File: src/hw/rtl/lirs_pkg.sv
// Shared widths, constants and controller/datapath interface types for the resampler.
package lirs_pkg;

   localparam int SAMPLE_WIDTH = 16;
   localparam int FRAC_BITS    = 16;
   localparam int STEP_WIDTH   = FRAC_BITS + 4;
   localparam int PHASE_WIDTH  = FRAC_BITS + 5;
   localparam int PROD_WIDTH   = SAMPLE_WIDTH + FRAC_BITS + 2;

   typedef logic signed [SAMPLE_WIDTH-1:0] sample_type;
   typedef logic [STEP_WIDTH-1:0]          step_type;
   typedef logic [PHASE_WIDTH-1:0]         phase_type;

   localparam step_type  STEP_RESET = step_type'(1) << FRAC_BITS;
   localparam step_type  STEP_MIN   = step_type'(1) << (FRAC_BITS - 5);
   localparam phase_type PHASE_ONE  = phase_type'(1) << FRAC_BITS;
   localparam phase_type PHASE_TWO  = phase_type'(1) << (FRAC_BITS + 1);

   typedef struct packed {
      logic load_in;
      logic calc_product;
      logic emit_interp;
      logic emit_tail;
      logic drop_one;
      logic commit;
   } cmd_type;

   typedef struct packed {
      logic have_prev;
      logic last;
      logic phase_ge_one;
      logic next_ge_one;
      logic out_free;
   } status_type;

endpackage

File: src/hw/rtl/lirs_datapath.sv
// Datapath: step register, sample and phase state, multiplier and output register.
module lirs_datapath (
   input  logic                           clock,
   input  logic                           reset,
   input  lirs_pkg::cmd_type              cmd,
   output lirs_pkg::status_type           status,
   input  logic [lirs_pkg::SAMPLE_WIDTH-1:0] req_tdata,
   input  logic                           req_tlast,
   input  logic                           csr_valid,
   output logic                           csr_ready,
   input  logic [lirs_pkg::STEP_WIDTH-1:0] csr_data,
   output logic                           rsp_tvalid,
   input  logic                           rsp_tready,
   output logic [lirs_pkg::SAMPLE_WIDTH-1:0] rsp_tdata,
   output logic                           rsp_tlast
);
   import lirs_pkg::*;

   step_type   step_ff, step_in;
   sample_type cur_ff, cur_in;
   logic       last_ff, last_in;
   sample_type prev_ff, prev_in;
   logic       have_prev_ff, have_prev_in;
   phase_type  phase_ff, phase_in;
   logic signed [PROD_WIDTH-1:0] product_ff, product_in;
   logic       rsp_valid_ff, rsp_valid_in;
   sample_type rsp_data_ff, rsp_data_in;
   logic       rsp_last_ff, rsp_last_in;

   step_type   eff_step;
   phase_type  phase_next;
   logic       next_ge_one;
   logic       next_lt_two;
   logic signed [SAMPLE_WIDTH:0]   diff;
   logic signed [FRAC_BITS:0]      frac;
   logic signed [PROD_WIDTH-1:0]   product_full;
   logic signed [PROD_WIDTH-1:0]   shifted;
   logic signed [SAMPLE_WIDTH:0]   interp;

   assign csr_ready = 1'b1;

   always_comb begin
      eff_step     = (step_ff < STEP_MIN) ? STEP_MIN : step_ff;
      phase_next   = phase_ff + PHASE_WIDTH'(eff_step);
      next_ge_one  = (phase_next >= PHASE_ONE);
      next_lt_two  = (phase_next < PHASE_TWO);
      diff         = {cur_ff[SAMPLE_WIDTH-1], cur_ff} - {prev_ff[SAMPLE_WIDTH-1], prev_ff};
      frac         = {1'b0, phase_ff[FRAC_BITS-1:0]};
      product_full = diff * frac;
      // The arithmetic shift floors, so the result stays between the two samples.
      shifted      = product_ff >>> FRAC_BITS;
      interp       = {prev_ff[SAMPLE_WIDTH-1], prev_ff} + shifted[SAMPLE_WIDTH:0];
   end

   always_comb begin
      step_in      = csr_valid ? csr_data : step_ff;
      cur_in       = cmd.load_in ? sample_type'(req_tdata) : cur_ff;
      last_in      = cmd.load_in ? req_tlast : last_ff;
      prev_in      = prev_ff;
      have_prev_in = have_prev_ff;
      phase_in     = phase_ff;
      product_in   = cmd.calc_product ? product_full : product_ff;
      rsp_valid_in = rsp_valid_ff & ~rsp_tready;
      rsp_data_in  = rsp_data_ff;
      rsp_last_in  = rsp_last_ff;

      if (cmd.emit_interp) begin
         rsp_valid_in = 1'b1;
         rsp_data_in  = interp[SAMPLE_WIDTH-1:0];
         // Last transfer of the item unless the tail on a final sample still has work.
         rsp_last_in  = next_ge_one & ~(last_ff & next_lt_two);
         phase_in     = next_ge_one ? (phase_next - PHASE_ONE) : phase_next;
      end
      if (cmd.emit_tail) begin
         rsp_valid_in = 1'b1;
         rsp_data_in  = cur_ff;
         rsp_last_in  = next_ge_one;
         phase_in     = phase_next;
      end
      if (cmd.drop_one) begin
         phase_in = phase_ff - PHASE_ONE;
      end
      if (cmd.commit) begin
         if (last_ff) begin
            prev_in      = '0;
            have_prev_in = 1'b0;
            phase_in     = '0;
         end else begin
            prev_in      = cur_ff;
            have_prev_in = 1'b1;
         end
      end
   end

   always_ff @(posedge clock) begin
      if (reset) begin
         step_ff      <= STEP_RESET;
         last_ff      <= 1'b0;
         prev_ff      <= '0;
         have_prev_ff <= 1'b0;
         phase_ff     <= '0;
         rsp_valid_ff <= 1'b0;
      end else begin
         step_ff      <= step_in;
         last_ff      <= last_in;
         prev_ff      <= prev_in;
         have_prev_ff <= have_prev_in;
         phase_ff     <= phase_in;
         rsp_valid_ff <= rsp_valid_in;
      end
   end

   always_ff @(posedge clock) begin
      cur_ff      <= cur_in;
      product_ff  <= product_in;
      rsp_data_ff <= rsp_data_in;
      rsp_last_ff <= rsp_last_in;
   end

   always_comb begin
      status.have_prev    = have_prev_ff;
      status.last         = last_ff;
      status.phase_ge_one = (phase_ff >= PHASE_ONE);
      status.next_ge_one  = next_ge_one;
      status.out_free     = ~rsp_valid_ff | rsp_tready;
   end

   assign rsp_tvalid = rsp_valid_ff;
   assign rsp_tdata  = rsp_data_ff;
   assign rsp_tlast  = rsp_last_ff;

endmodule

File: src/hw/rtl/lirs_ctrl.sv
// Controller: sequences one input sample through interpolation and tail outputs.
module lirs_ctrl (
   input  logic                 clock,
   input  logic                 reset,
   input  logic                 req_tvalid,
   output logic                 req_tready,
   input  lirs_pkg::status_type status,
   output lirs_pkg::cmd_type    cmd
);
   import lirs_pkg::*;

   typedef enum logic [2:0] {
      S_IDLE,
      S_CHECK,
      S_MUL,
      S_EMIT,
      S_TAILCHK,
      S_TAIL,
      S_COMMIT
   } state_type;

   state_type state_ff, state_in;

   always_comb begin
      state_in   = state_ff;
      cmd        = '0;
      req_tready = 1'b0;
      unique case (state_ff)
         S_IDLE: begin
            req_tready = 1'b1;
            if (req_tvalid) begin
               cmd.load_in = 1'b1;
               state_in    = S_CHECK;
            end
         end
         S_CHECK: begin
            if (status.have_prev && !status.phase_ge_one) begin
               state_in = S_MUL;
            end else begin
               // A phase already past the interval only loses one whole sample.
               cmd.drop_one = status.have_prev;
               state_in     = S_TAILCHK;
            end
         end
         S_MUL: begin
            cmd.calc_product = 1'b1;
            state_in         = S_EMIT;
         end
         S_EMIT: begin
            if (status.out_free) begin
               cmd.emit_interp = 1'b1;
               state_in        = status.next_ge_one ? S_TAILCHK : S_MUL;
            end
         end
         S_TAILCHK: begin
            state_in = (status.last && !status.phase_ge_one) ? S_TAIL : S_COMMIT;
         end
         S_TAIL: begin
            if (status.out_free) begin
               cmd.emit_tail = 1'b1;
               if (status.next_ge_one) begin
                  state_in = S_COMMIT;
               end
            end
         end
         S_COMMIT: begin
            cmd.commit = 1'b1;
            state_in   = S_IDLE;
         end
         default: state_in = S_IDLE;
      endcase
   end

   always_ff @(posedge clock) begin
      if (reset) begin
         state_ff <= S_IDLE;
      end else begin
         state_ff <= state_in;
      end
   end

endmodule

File: src/hw/rtl/linear_interp_resampler.sv
// One-channel linear interpolation resampler, step given as an unsigned Q4.16 phase increment.
// Each input sample passes through the idle, check, tail check and commit states, plus a
// multiply through the single shared multiplier and then the add into the output register
// for every interpolated output and a pass through the tail state for every repeated output
// after a final sample; an output waiting on rsp_tready stalls the sequence. Input is
// refused while a sample is being worked on, so upsampling holds the input side for the
// length of its burst. The phase step is written on the csr port, which is always ready,
// and is used from then on, also by a sample in work; steps below 1/32 behave as 1/32.
module linear_interp_resampler (
   input  logic                              clock,
   input  logic                              reset,
   input  logic                              req_tvalid,
   output logic                              req_tready,
   input  logic [lirs_pkg::SAMPLE_WIDTH-1:0] req_tdata,  // [15:0] in_sample
   input  logic                              req_tlast,  // in_last
   output logic                              rsp_tvalid,
   input  logic                              rsp_tready,
   output logic [lirs_pkg::SAMPLE_WIDTH-1:0] rsp_tdata,  // [15:0] out_sample
   output logic                              rsp_tlast,  // run_end
   input  logic                              csr_valid,
   output logic                              csr_ready,
   input  logic [lirs_pkg::STEP_WIDTH-1:0]   csr_data    // [19:0] phase_step
);
   import lirs_pkg::*;

   cmd_type    cmd;
   status_type status;

   lirs_ctrl u_ctrl (
      .clock      (clock),
      .reset      (reset),
      .req_tvalid (req_tvalid),
      .req_tready (req_tready),
      .status     (status),
      .cmd        (cmd)
   );

   lirs_datapath u_datapath (
      .clock      (clock),
      .reset      (reset),
      .cmd        (cmd),
      .status     (status),
      .req_tdata  (req_tdata),
      .req_tlast  (req_tlast),
      .csr_valid  (csr_valid),
      .csr_ready  (csr_ready),
      .csr_data   (csr_data),
      .rsp_tvalid (rsp_tvalid),
      .rsp_tready (rsp_tready),
      .rsp_tdata  (rsp_tdata),
      .rsp_tlast  (rsp_tlast)
   );

endmodule

File: config.mk
export PLATFORM = sky130hd
export DESIGN_NAME = linear_interp_resampler
export DESIGN_NICKNAME = d
export VERILOG_FILES = /design/src/hw/rtl/lirs_pkg.sv /design/src/hw/rtl/lirs_datapath.sv /design/src/hw/rtl/lirs_ctrl.sv /design/src/hw/rtl/linear_interp_resampler.sv
export SDC_FILE = /design/constraint.sdc
export NUM_CORES = 1
export LEC_CHECK = 0
export BUFFER_PORTS_ARGS = -buffer_cell sky130_fd_sc_hd__buf_2
export CAP_MARGIN = 20
export CORE_AREA = 2 2 191 193
export CTS_BUF_LIST = sky130_fd_sc_hd__clkbuf_4 sky130_fd_sc_hd__clkbuf_8
export CTS_CLUSTER_SIZE = 12
export DETAILED_ROUTE_END_ITERATION = 8
export DIE_AREA = 0 0 193 195
export PLACE_DENSITY = 0.72
export SYNTH_ARGS = -nofsm -noshare
export SYNTH_HDL_FRONTEND = slang
export SYNTH_SLANG_ARGS = --single-unit
export TNS_END_PERCENT = 20
File: constraint.sdc
create_clock -name clock -period 9.7 [get_ports clock]
set_input_delay 1.94 -clock clock [delete_from_list [all_inputs] [get_ports clock]]
set_output_delay 1.94 -clock clock [all_outputs]
set_load 0.01 [all_outputs]
Word level (Yosys, flattened, before mapping)
Index checks and enable logic that the tools add are counted.
{ "word_totals": {"regBits": 128, "inputBits": 42, "output_inout_bits": 20, "wordCells": 77} }
{ "op_classes": {"addsub": 5, "n_mul": 1, "order_cmp": 4, "n_eq_ne": 10, "n_mux": 33, "n_bitwise": 7, "reduce_logical": 6} }
{ "op_table": {"columns": ["op", "count"], "rows": [
  ["$mux W21", 6],
  ["$mux W16", 3],
  ["$ge A21 B17 Y1 const B", 2],
  ["$sub A21 B17 Y21 const B", 2],
  ["$mul A17 B17 Y32", 1],
  ["$add A21 B20 Y21", 1],
  ["$lt A21 B18 Y1 const B", 1],
  ["$lt A20 B12 Y1 const B", 1],
  ["$mux W20", 1],
  ["$mux W3", 6],
  ["$pmux W3 S6", 1],
  ["$sub A16 B16 Y17", 1],
  ["$add A16 B16 Y16", 1],
  ["$mux W1", 15],
  ["$eq A3 B3 Y1 const B", 3],
  ["$eq A3 B2 Y1 const B", 2],
  ["$ne A2 B2 Y1 const B", 3],
  ["$reduce_and A4 Y1", 1],
  ["$and A1 B1 Y1", 3],
  ["$eq A3 B1 Y1 const B", 1],
  ["$logic_not A3 Y1", 1],
  ["$not A1 Y1", 3],
  ["$logic_and A1 B1 Y1", 2],
  ["$mux W2", 1],
  ["other kinds (4)", 4]
]} }

Longest topological paths before layout
{ "depth": {"depth_word": 10, "ltp_mapped": 33, "mapped_depth_nobuf": 32} }

Cells and area by module
Synthesis repeated with hierarchy kept, for this count alone.
{ "hier_totals": {"hier_cells": 1891, "hier_area_um2": 16905.0} }
{ "modules_own_cells": {"columns": ["module", "instances", "cells_per_inst", "area_each_um2", "seq_area_each_um2"], "rows": [
  ["lirs_datapath", 1, 1845, 16575.9, 2672.6],
  ["lirs_ctrl", 1, 46, 329.1, 60.1]
]} }

Worst setup path before layout
OpenSTA, ideal clock, no wires.
{ "synth_path": {"kind": "register to register", "from": "register u_datapath.cur_ff[0]", "to": "register u_datapath.product_ff[30], data pin", "setup_time_ns": 0.273, "arrival_time_ns": 7.517, "required_time_ns": 9.427, "path_slack_ns": 1.910, "path_stages_with_launch": 32, "n_path_buf": 1, "period_less_slack_ns": 7.790, "path_cell_list": "edfxtp_1 > inv_1 > ha_1 > fa_1 > nor2b_1 > o31a_1 > o211ai_1 > a21oi_1 > o31ai_1 > o21ai_1 > a21oi_1 > clkbuf_1 > nand2_1 > fa_1 > fa_1 > fa_1 > inv_1 > fa_1 > fa_1 > inv_1 > fa_1 > inv_1 > ha_1 > a21oi_1 > nor2b_1 > a41o_1 > o22a_1 > o31a_1 > a41o_1 > o311ai_0 > a21bo_2 > a221oi_1"} }
{ "synth_via": {"elab_chain_len": 2} }
{ "synth_lines": {"columns": ["item", "line_no", "source"], "rows": [
  ["start, declared", "lirs_datapath.sv:20", "sample_type cur_ff, cur_in;"],
  ["start signal, assigned", "lirs_datapath.sv:114", "cur_ff <= cur_in;"],
  ["$sub A16 B16 Y17", "lirs_datapath.sv:47", "diff = {cur_ff[SAMPLE_WIDTH-1], cur_ff} - {prev_ff[SAMPLE_WIDTH-1], prev_ff};"],
  ["$mul A17 B17 Y32", "lirs_datapath.sv:49", "product_full = diff * frac;"],
  ["via u_datapath.product_full[30]", "lirs_datapath.sv:36", "logic signed [PROD_WIDTH-1:0] product_full;"],
  ["end signal, assigned", "lirs_datapath.sv:115", "product_ff <= product_in;"],
  ["end, declared", "lirs_datapath.sv:25", "logic signed [PROD_WIDTH-1:0] product_ff, product_in;"]
]} }
The timed path passes the listed nets, and every way through them passes these cells.
A chain may end at the register's enable or synchronous reset.

Final worst setup path
{ "layout_path": {"from": "register u_datapath.prev_ff[1]", "to": "register u_datapath.product_ff[30], data pin"} }
{ "layout_via": {"elab_chain_len": 2} }
{ "layout_lines": {"columns": ["item", "line_no", "source"], "rows": [
  ["start, declared", "lirs_datapath.sv:22", "sample_type prev_ff, prev_in;"],
  ["start signal, assigned", "lirs_datapath.sv:106", "prev_ff <= prev_in;"],
  ["$sub A16 B16 Y17", "lirs_datapath.sv:47", null],
  ["$mul A17 B17 Y32", "lirs_datapath.sv:49", null],
  ["via u_datapath.product_full[30]", "lirs_datapath.sv:36", null]
]} }
The timed path passes the listed nets, and every way through them passes these cells.

==> flow_metrics.env <==
export IMPL_max_stage_delay_ps=630
export IMPL_r2r_start="u_datapath.prev_ff[1]$_SDFFE_PP0N_"
export IMPL_fin_skew_ps=15.26
export IMPL_antenna_found_initial=0
export IMPL_drive_gt1_frac=0.06676
export IMPL_ant_nets=0
export IMPL_cts_made_buffers=9
export IMPL_synthMuxAreaShare=0.01313
export IMPL_clk_pin_slew_worst_paths_ps=110
export IMPL_rsz0062_at_grt="no"
export IMPL_crit_type="reg -> reg"
export IMPL_setup_viol=0
export IMPL_area_growth_pct=5.431
export IMPL_preCtsSetupSlack_ps=939.4
export IMPL_h_tree_depth=3
export IMPL_synth_top_family_by_area="adder cells"
export IMPL_hold_viol=0
export IMPL_hold_start="u_datapath.prev_ff[7]$_SDFFE_PP0N_"
export IMPL_place_hpwl_um=33980
export IMPL_cts_root_buf="clkbuf_8"
export IMPL_wl_met2_um=20800
export IMPL_period_minus_slack_ps=8862
export IMPL_clkSinkCount=112
export IMPL_regArea_sq_um=2733
export IMPL_synthXorXnorAreaFrac=0.03926
export IMPL_path_buf_inv=4
export IMPL_ys_seq_area_frac=0.1551
export IMPL_gp_congestion=0.9035
export IMPL_fmax_mhz=112.8
export IMPL_grt_first_pass_wirelength_um=70420
export IMPL_min_period_over_period=0.9136
export IMPL_status="finished clean"
export IMPL_cp_arrival_ps=9020
export IMPL_viasPerCell=5.528
export IMPL_clock_tree_buffer_depth=2
export IMPL_grt_overflow_total=0
export IMPL_drt_iter0_drc=849
export IMPL_drc=0
export IMPL_worst_pin_slew_ps=1047
export IMPL_port_buffers=60
export IMPL_avgSynthCellArea_sq_um=8.635
export IMPL_synth_ff_type="dfxtp_1"
export IMPL_synthSimpleGateAreaFrac=0.1768
export IMPL_synthArstFlopShare=0
export IMPL_synth_top_cell_area_share=0.2976
export IMPL_synth_cell_types=72
export IMPL_synth_top_area_cell="fa_1"
export IMPL_yosys_area_share_adder=0.3956
export IMPL_cp_end_kind="register"
export IMPL_fp_dieH_um=195
export IMPL_ys_ff_latch=112
export IMPL_synth_nets=2483
export IMPL_synthTopCellsByCount="inv_1, fa_1, nand2_1"
export IMPL_nets=2474
export IMPL_cp_required_ps=9860
export IMPL_grt_total_usage=0.2344
export IMPL_n_fill_cell=3300
export IMPL_synthTopCellsByArea="fa_1, ha_1, edfxtp_1, inv_1, dfxtp_1"
export IMPL_grt_start_max_net_pins=39
export IMPL_core_region_area_sq_um=35400
export IMPL_wl_per_cell_um=16.84
export IMPL_startpoint_type="register"
export IMPL_clock_latency_ps=410
export IMPL_path_common_cell="fa_1"
export IMPL_vias=13810
export IMPL_io_pins=62
export IMPL_critical_path_max_fanout=16
export IMPL_holdWs_ps=474.8
export IMPL_synth_warnings=0
export IMPL_relSlewSlack=0.3019
export IMPL_syn_cell_area_sq_um=17620
export IMPL_grt_pass1_vias=14140
export IMPL_start_util=0.4979
export IMPL_cts_hold_buf=0
export IMPL_wirelength_um=42060
export IMPL_postCtsSetupBuffers=0
export IMPL_setup_ws_ps=838.0
export IMPL_synth_compound_area_share=0.1130
export IMPL_p_per_area_nw_per_um2=155.4
export IMPL_cts_tree="done"
export IMPL_multi_input_area_sq_um=13040
export IMPL_fp_dieW_um=193
export IMPL_die_area_sq_um=37640
export IMPL_synth_edf_count=49
export IMPL_cts_resized=0
export IMPL_fin_tns_setup_ps=0
export IMPL_crit_family="compound AO/OA/AOI/OAI gates"
export IMPL_p_leak_nw=8.998
export IMPL_dr_pass1_iters=5
export IMPL_synth_cells=2041
export IMPL_cap_violations=0
export IMPL_cp_startpoint="u_datapath.prev_ff[1]$_SDFFE_PP0N_"
export IMPL_synth_most_common_cell="inv_1"
export IMPL_wl_met1_um=17270
export IMPL_slowest_stage="a211oi_1"
export IMPL_wl_met3_um=2726
export IMPL_n_antenna_cell=0
export IMPL_routed_top_layer="met4"
export IMPL_drv_slew=0
export IMPL_vdd_drop_max_v=0.0001229
export IMPL_hp_class="reg -> reg"
export IMPL_row_count=69
==> through the flow <==
step	cell area [sq um]	instances	utilization	power (mW)
floorplan	17620	2041	-	1.975
global placement	18330	2480	0.5180	2.491
detailed placement	18330	2480	0.5180	2.552
CTS	18560	2496	0.5243	2.880
global route	18580	2498	0.5249	3.143
finish	18580	2498	0.5249	2.888
==> layer usage <==
| layer | track usage | vias up |
|---|---|---|
| li1 | - | 6510 |
| met1 | 0.2997 | 6754 |
| met2 | 0.4022 | 453 |
| met3 | 0.04421 | 91 |
| met4 | 0.06874 | 0 |
| met5 | 0.002653 | - |
==> tightest hold or removal path, stage by stage (launching register included) <==
cell	delay (ps)
dfxtp_1	330
nand2_1	60
a21oi_1	50
==> where the power goes <==
part	leakage, nW	internal, mW	switching, mW	total [mW]
Combinational	7.92	0.662	1.20	1.86
Sequential	0.967	0.612	0.0928	0.704
Clock	0.115	0.155	0.164	0.319
==> cell usage in the layout (no fill, tap or decap), types with 8 or more instances in the layout <==
cell and n:
a211oi_1 25, a21o_1 21, a21oi_1 82, a221oi_1 9, a31oi_1 17, and2_1 116
and3_1 18, buf_2 60, buf_4 32, clkbuf_8 10, dfxtp_1 63, edfxtp_1 49
fa_1 262, ha_1 138, inv_1 383, mux2i_1 22, nand2_1 228, nand2b_1 22
nand3_1 61, nor2_1 94, nor2b_1 25, nor3_1 16, nor3b_1 15, o211ai_1 8
o21ai_0 36, o221ai_1 11, o22ai_1 9, o311ai_0 11, or3_1 13, xnor2_1 49
xor2_1 25
==> worst paths after layout <==
kind	endpoint	depth (start not counted)	slack, ps
worst max-delay path	u_datapath.product_ff[30]$_DFFE_PP_	29	840
worst min-delay path	u_datapath.prev_ff[7]$_SDFFE_PP0N_	2	470
worst max register to register	u_datapath.product_ff[30]$_DFFE_PP_	29	840
worst min register to register	u_datapath.prev_ff[7]$_SDFFE_PP0N_	2	470
==> area by class of cell <==
| type | instances | area share |
|---|---|---|
| Inverter | 386 | 0.07798 |
| Tap cell | 461 | 0.03104 |
| Clock inverter | 5 | 0.004242 |
| Multi-Input combinational cell | 1430 | 0.7020 |
| Timing Repair Buffer | 93 | 0.02990 |
| Sequential cell | 112 | 0.1471 |
| Clock buffer | 11 | 0.007811 |
==> cell families after synthesis <==
family,after synthesis
AND/OR/NAND/NOR,636
buffers and inverters,499
adder cells (fa/ha/maj),400
AO/OA/AOI/OAI,291
flip-flops,112
XOR/XNOR,79
multiplexers,23
other,1
==> sequential cells by signal, indices dropped and copies added, names as in the netlist <==
| signal | cells |
|---|---|
| u_datapath.have_prev_ff | 1 |
| u_ctrl.state_ff | 3 |
| u_datapath.rsp_tdata | 16 |
| u_datapath.last_ff | 1 |
| u_datapath.cur_ff | 16 |
| u_datapath.product_ff | 16 |
| u_datapath.rsp_tlast | 1 |
| u_datapath.phase_ff | 21 |
| u_datapath.step_ff | 20 |
| u_datapath.rsp_tvalid | 1 |
| u_datapath.prev_ff | 16 |
Power figures use the tool's default switching activity.
